File: config.mk
export PLATFORM = sky130hd
export DESIGN_NAME = mic_ram
export DESIGN_NICKNAME = d
export VERILOG_FILES = /design/src/design/mic_ram.sv
export SDC_FILE = /design/constraint.sdc
export NUM_CORES = 1
export LEC_CHECK = 0
export BUFFER_PORTS_ARGS = -buffer_cell sky130_fd_sc_hd__clkbuf_2
export CAP_MARGIN = 40
export CORE_ASPECT_RATIO = 0.6
export CORE_MARGIN = 10
export CORE_UTILIZATION = 57
export CTS_CLUSTER_DIAMETER = 150
export DETAILED_ROUTE_END_ITERATION = 10
export PLACE_DENSITY = 0.73
export SETUP_SLACK_MARGIN = 0.2
export SKIP_LAST_GASP = 1
export SLEW_MARGIN = 20
export SYNTH_ARGS = -nofsm -noshare
export SYNTH_HDL_FRONTEND = slang
export SYNTH_SLANG_ARGS = --single-unit
File: constraint.sdc
create_clock -name clk -period 3.3 [get_ports clk]
set_input_delay 0.66 -clock clk [delete_from_list [all_inputs] [get_ports clk]]
set_output_delay 0.66 -clock clk [all_outputs]
set_load 0.05 [all_outputs]
File: src/design/mic_ram.sv
// Generic simple dual-port RAM with registered read.
module mic_ram #(
	parameter int WIDTH = 32,
	parameter int DEPTH = 32,
	localparam int AW = $clog2(DEPTH)
) (
	input  logic             clk,
	input  logic             we,
	input  logic [AW-1:0]    waddr,
	input  logic [WIDTH-1:0] wdata,
	input  logic             re,
	input  logic [AW-1:0]    raddr,
	output logic [WIDTH-1:0] rdata
);

	logic [WIDTH-1:0] mem_q [DEPTH];
	logic [WIDTH-1:0] rdata_q;

	always_ff @(posedge clk) begin
		if (we) begin
			mem_q[waddr] <= wdata;
		end
		if (re) begin
			rdata_q <= mem_q[raddr];
		end
	end

	assign rdata = rdata_q;

endmodule

# Word-level counts from Yosys, hierarchy flattened
# Memory sizes are Yosys's and may differ from the RTL's. A register that Yosys moved wholly into a read port is not among the register bits.
# Cells that the tools add are included.
totals:
  regBits: 0
  ramBits: 1024
  inputBits: 45
  out_inout_bits: 32
  word_cells: 3
  mem_count: 1
mem_list:
  columns: ["memory", "words", "width", "read_ports", "rd_clocked_by_memory_dff", "write_ports", "line", "source"]
  rows:
  - ["mem_q", 32, 32, 1, 1, 1, "16", "logic [WIDTH-1:0] mem_q [DEPTH];"]
op_classes:
  n_mux: 2
ops:
  columns: ["op", "n"]
  rows:
  - ["2-to-1 mux 1 bit", 2]

# Logic depth before layout (Yosys ltp)
# Gate-level depths: netlist of run 1.
depth:
  word_depth: 2
  mapped_depth: 8
  mapped_depth_nobuf: 5

# Least setup slack after synthesis of run 1
# Ideal clock, no wire load.
synth_timing:
  kind: "input to register"
  from: "input waddr[1]"
  to: "memory mem_q[12][0], enable pin"
  setup_time_ns: 0.421
  t_arrival_ns: 2.673
  required_ns: 2.879
  path_slack_ns: 0.206
  path_stages: 3
  path_buffers: 1
  path_cell_list: "or3b_2 clkbuf_1 nor2_1"
synth_lines:
  columns: ["element", "line", "source"]
  rows:
  - ["from (decl)", "9", "input logic [AW-1:0] waddr,"]
  - ["to (decl)", "16", null]
# No word-level cell before the write port.

==> results of run 1 <==
[kinds of logic (layout without fill, tap and decap cells)]
| logic type | Yosys count | in the layout | synth area share |
|---|---|---|---|
| DFF | 1056 | 1056 | 0.777 |
| muxes | 512 | 512 | 0.126 |
| AOI/OAI and AO/OA | 288 | 288 | 0.0481 |
| and+or+nand+nor | 277 | 277 | 0.0308 |
| buffers and inverters | 127 | 354 | 0.0185 |
[power by group through the flow]
stage	Clock (W)	Combinational, W	Sequential, W
6_report	0.0102	0.00157	0.0150
5_1_grt	0.0109	0.00166	0.0150
4_1_cts	0.0103	0.00156	0.0150
3_5_place_dp	0	0.00155	0.0153
2_1_floorplan	0	0.000771	0.0154
3_3_place_gp	0	0.00151	0.0153
[flip-flops by register name, indices dropped and copies added, names as in the netlist]
name and count:
rdata 32, mem_q 1024
[Yosys cell counts, types with 3 or more instances]
cell type,instances,share of area
a21oi_1,96,0.012
a22o_1,64,0.014
a22oi_1,96,0.018
a31oi_1,32,0.0049
buf_1,5,0.00046
buf_2,26,0.0032
buf_4,33,0.0061
buf_6,15,0.0041
clkbuf_1,46,0.0042
edfxtp_1,1056,0.78
mux2i_1,512,0.13
nand2_1,98,0.0090
nand3_1,98,0.012
nand3b_1,5,0.00092
nor2_1,34,0.0031
nor3_1,32,0.0039
or3b_2,3,0.00064
[worst paths after layout]
check	startpoint	endpoint	slack [ps]	depth (start not counted)
worst min register to register	mem_q[17][20]	rdata[20]	670	4
worst min-delay path	wdata[20]	mem_q[29][20]	620	1
worst max register to register	mem_q[1][22]	rdata[22]	1630	5
worst max-delay path	raddr[1]	rdata[19]	1100	7
[worst register-to-register path: cells and delay by family (launching register included)]
family	cells	cell delay (ps)
DFF	1	370
muxes	1	160
and+or+nand+nor	2	210
AOI/OAI and AO/OA	2	630
[metal layers]
layer,vias up,track usage,wire length (um)
li1,9314,-,-
met3,173,0.0649,12700
met2,1401,0.368,45400
met1,11200,0.370,43000
met4,4,0.0523,1920
met5,-,0.00593,79
[stage by stage]
step	std cells	hold slack [ps]
floorplan	2260	629
global placement	3243	653
detailed placement	3245	663
CTS	3411	590
global route	3411	637
finish	3411	622
[final cells by class]
cell class / count / area, um^2 / area share
timing repair buffer: 188 / 1830 / 0.0396
clock inverter: 51 / 329 / 0.00714
clock buffer: 115 / 2450 / 0.0532
tap: 924 / 1160 / 0.0251
sequential: 1056 / 31700 / 0.688
multi-input combinational: 1077 / 8610 / 0.187
==> metrics.md, run 1 <==
| Metric | Value |
|---|---|
| Status | `completed` |
| Flops & latches, synth | `1056` |
| P_int | `0.0210 W` |
| Setup WS post-layout | `1100 ps` |
| Crit path cell chain | `clkbuf_2 > and2_4 > buf_4 > a22o_1 > nor3_1 > a31oi_1 > nand3_1` |
| Post-DR wirelength/cell | `30.2 um` |
| Fill cells | `4644` |
| CTS Hold Bufs | `0` |
| Final GP Congestion | `0.809` |
| Setup-failing EPs final | `0` |
| DP Worst Slack | `480 ps` |
| H-tree levels | `3` |
| MaxCap Viol Count | `0` |
| Largest net degree at the start of global routing | `57` |
| Critical Path RT | `3680 ps` |
| Synth Warn # | `0` |
| Antenna violations before repair | `2` |
| Clk root buf | `clkbuf_16` |
| Initial Util | `0.580` |
| Initial DRT Pass Iterations | `6` |
| Post-synth ARST share | `0` |
| Clock network power share | `0.380` |
| Die H | `227 um` |
| Final core occ | `0.655` |
| Setup TNS Final | `0 ps` |
| CTS Buf Count | `90` |
| Num rows | `75` |
| Mapped Cells | `2260` |
| Type of destination of the critical path | `register` |
| Min-delay worst type | `primary input to register` |
| Max Freq | `454 MHz` |
| Post-CTS setup buffers | `0` |
| Final WL | `103000 um` |
| DRT antenna net count | `0` |
| Clk_lat worst skew | `660 ps` |
| CTS sink cnt | `1056` |
| Mapped cell area | `40800 um^2` |
| Core area | `70400 um^2` |
| Post-CTS Resized | `0` |
| Critical path data arrival time | `2580 ps` |
| Seq/Total Area, Yosys | `0.777` |
| Syn nets | `2305` |
| Combinational Power Share | `0.059` |
| Number of global-route vias before repair | `21800` |
| Worst vdd rail ir drop | `0.437 mV` |
| Nets | `2458` |
| HPWL Detailed | `55800 um` |
| Ys flop type | `edfxtp_1` |
| Final min period | `2200 ps` |
| Layout cells sized above 1 | `0.141` |
| Most common cell after layout, fill and taps aside | `edfxtp_1` |
| Cell area power density | `582 nW/um^2` |
| Power after layout | `0.0268 W` |
| Syn-to-layout area delta | `12.9%` |
| Clock Pin Slew Worst Setup and Hold Paths | `70 ps` |
| Vias | `22100` |
| Total die area | `83000 um^2` |
| CTS tree | `built` |
| Overflow after GRT | `0` |
| Ant diodes | `0` |
| Max incr delay on CP | `550 ps` |
| Unrepaired setup endpoints after global routing | `false` |
| Pleak | `16.1 nW` |
| Flop pwr share | `0.561` |
| First-pass GRT wire length | `149000 um` |
| Placed Area | `43300 um^2` |
| I/O Buffers | `76` |
| Die X | `365 um` |
| Unique masters post-synth | `24` |
| Slowest cell on the critical path | `and2_4` |
| Iteration-0 DRC Markers | `3245` |
| Max clock buf depth | `3` |
| GRT Overall Usage | `0.248` |
| CP bufs+invs | `2` |
| Slew Limit Headroom | `0.466` |
| CP Launch Type | `primary input` |
| Crit-path max FO | `29` |
| Setup CP Type | `primary input to register` |
| DRC viols | `0` |
| Worst slew pin tran | `801 ps` |
| Via/cell ratio | `6.47` |
| Fin. max-slew vios | `0` |
| Cell area after layout | `46100 um^2` |
| Commonest non-fill, non-tap cells in the layout | `1056 x edfxtp_1, 512 x mux2i_1, 98 x nand3_1, 97 x nand2_1` |
| Avg Cell Area, Syn | `18.1 um^2` |
| IO Pins | `77` |
| Hold Vio Cnt, Final | `0` |
| Worst path top cell family by delay | `simple AND/OR/NAND/NOR gates` |
| Post-synth EDFFs | `1056` |
| Switching Share | `0.216` |
| Final clock skew | `23.4 ps` |
| Switch Pwr | `0.00578 W` |
| Final Cycle Share | `0.668` |
Note: power is estimated with default switching activity, not from simulation.
==> run 2, diff against run 1 <==
==> constraint.sdc (replaced) <==
create_clock -name clk -period 2.27 [get_ports clk]
set_input_delay 0.454 -clock clk [delete_from_list [all_inputs] [get_ports clk]]
set_output_delay 0.454 -clock clk [all_outputs]
set_load 0.05 [all_outputs]
==> metrics.md, run 2 (same netlist as run 1, synthesis figures left out) <==
| Metric | Value |
|---|---|
| Vias | `21900` |
| Syn-to-layout area delta | `14.4%` |
| Final WL | `100000 um` |
| Slew Limit Headroom | `0.534` |
| CTS Hold Bufs | `0` |
| Slowest cell on the critical path | `edfxtp_1` |
| Max reg flops | `1024` |
| Antenna violations before repair | `0` |
| Clk_lat worst skew | `650 ps` |
| Unrepaired setup endpoints after global routing | `false` |
| Nets | `2488` |
| Worst path top cell family by delay | `flip-flops` |
| Core area | `70400 um^2` |
| Critical path data arrival time | `1520 ps` |
| Pleak | `16.3 nW` |
| Top reg by flops | `mem_q` |
| Post-CTS Resized | `0` |
| Final Cycle Share | `0.871` |
| Largest net degree at the start of global routing | `53` |
| DRC viols | `0` |
| H-tree levels | `3` |
| Clk root buf | `clkbuf_16` |
| Min-delay worst type | `primary input to register` |
| DP Worst Slack | `21.2 ps` |
| Post-DR wirelength/cell | `29.1 um` |
| Post-CTS setup buffers | `0` |
| Total die area | `83000 um^2` |
| CTS sink cnt | `1056` |
| Number of global-route vias before repair | `21600` |
| Clock Pin Slew Worst Setup and Hold Paths | `70 ps` |
| Most common cell after layout, fill and taps aside | `edfxtp_1` |
| Die X | `365 um` |
| Die H | `227 um` |
| Final clock skew | `16.2 ps` |
| Placed cells | `3277` |
| Setup CP Type | `register to primary output` |
| GRT Overall Usage | `0.241` |
| IO Pins | `77` |
| Crit path cell chain | `buf_2` |
| Max Freq | `506 MHz` |
| First-pass GRT wire length | `145000 um` |
| Hold Vio Cnt, Final | `0` |
| Overflow after GRT | `0` |
| DRT antenna net count | `0` |
| Setup WS post-layout | `293 ps` |
| Worst slew pin tran | `700 ps` |
| I/O Buffers | `76` |
| Max clock buf depth | `3` |
| Ant diodes | `0` |
| Worst vdd rail ir drop | `0.675 mV` |
| Num rows | `75` |
| Crit-path max FO | `1` |
| Status | `completed` |
| Layout cells sized above 1 | `0.159` |
| Via/cell ratio | `6.36` |
| MaxCap Viol Count | `0` |
| Fin cells | `3440` |
| Iteration-0 DRC Markers | `2773` |
| Initial Util | `0.580` |
| Final GP Congestion | `0.791` |
| Critical Path RT | `1820 ps` |
| Max incr delay on CP | `530 ps` |
| HPWL Detailed | `55200 um` |
| Fin. max-slew vios | `0` |
| CP Launch Type | `register` |
| Fill cells | `4641` |
| CP bufs+invs | `1` |
| CTS tree | `built` |
| Final min period | `1980 ps` |
| Type of destination of the critical path | `primary output` |
| Setup-failing EPs final | `0` |
| Commonest non-fill, non-tap cells in the layout | `1056 x edfxtp_1, 512 x mux2i_1, 98 x nand3_1, 97 x nand2_1` |
| CTS Buf Count | `88` |
| Initial DRT Pass Iterations | `5` |
| Cell area power density | `840 nW/um^2` |
## run 2: final timing paths
check / startpoint / end / slack, ps / cells past startpoint
hold / removal: re / rdata[31] / 360 / 2
setup / recovery: rdata[10] / rdata[10] / 290 / 1
hold reg to reg: mem_q[27][3] / rdata[3] / 680 / 4
setup reg to reg: mem_q[2][4] / rdata[4] / 660 / 6
## run 2: stage by stage
| step | hold slack, ps | utilization | instance area [um^2] | setup TNS (ps) | total power, W |
|---|---|---|---|---|---|
| 4_1_cts | 315 | 0.664 | 46700 | 0 | 0.0394 |
| 5_1_grt | 339 | 0.664 | 46700 | 0 | 0.0403 |
| 3_5_place_dp | 673 | 0.623 | 43800 | 0 | 0.0246 |
| 2_1_floorplan | 553 | - | 40900 | -74000 | 0.0236 |
| 6_report | 355 | 0.664 | 46700 | 0 | 0.0392 |
| 3_3_place_gp | 660 | 0.623 | 43800 | 0 | 0.0245 |
## run 2: cell type report
type | instances | area [um^2] | share of cell area
clock buffer | 102 | 2360 | 0.0506
clock inverter | 61 | 503 | 0.0108
multi-input combinational | 1077 | 8610 | 0.184
sequential | 1056 | 31700 | 0.679
tap | 924 | 1160 | 0.0248
timing repair buffer | 220 | 2360 | 0.0505
## run 2: per-layer routing
layer,track usage,part of all wire,vias to the layer above,wire [um]
li1,-,-,9386,-
met1,0.361,0.42,11100,42300
met2,0.354,0.44,1236,44200
met3,0.0609,0.12,152,11600
met4,0.0544,0.020,0,2050
met5,0,0,-,0
## run 2: where the power goes
group	switching [W]	total (W)	internal, W
clock	0.00676	0.0150	0.00829
combinational	0.00155	0.00233	0.000777
sequential	0.000103	0.0219	0.0218
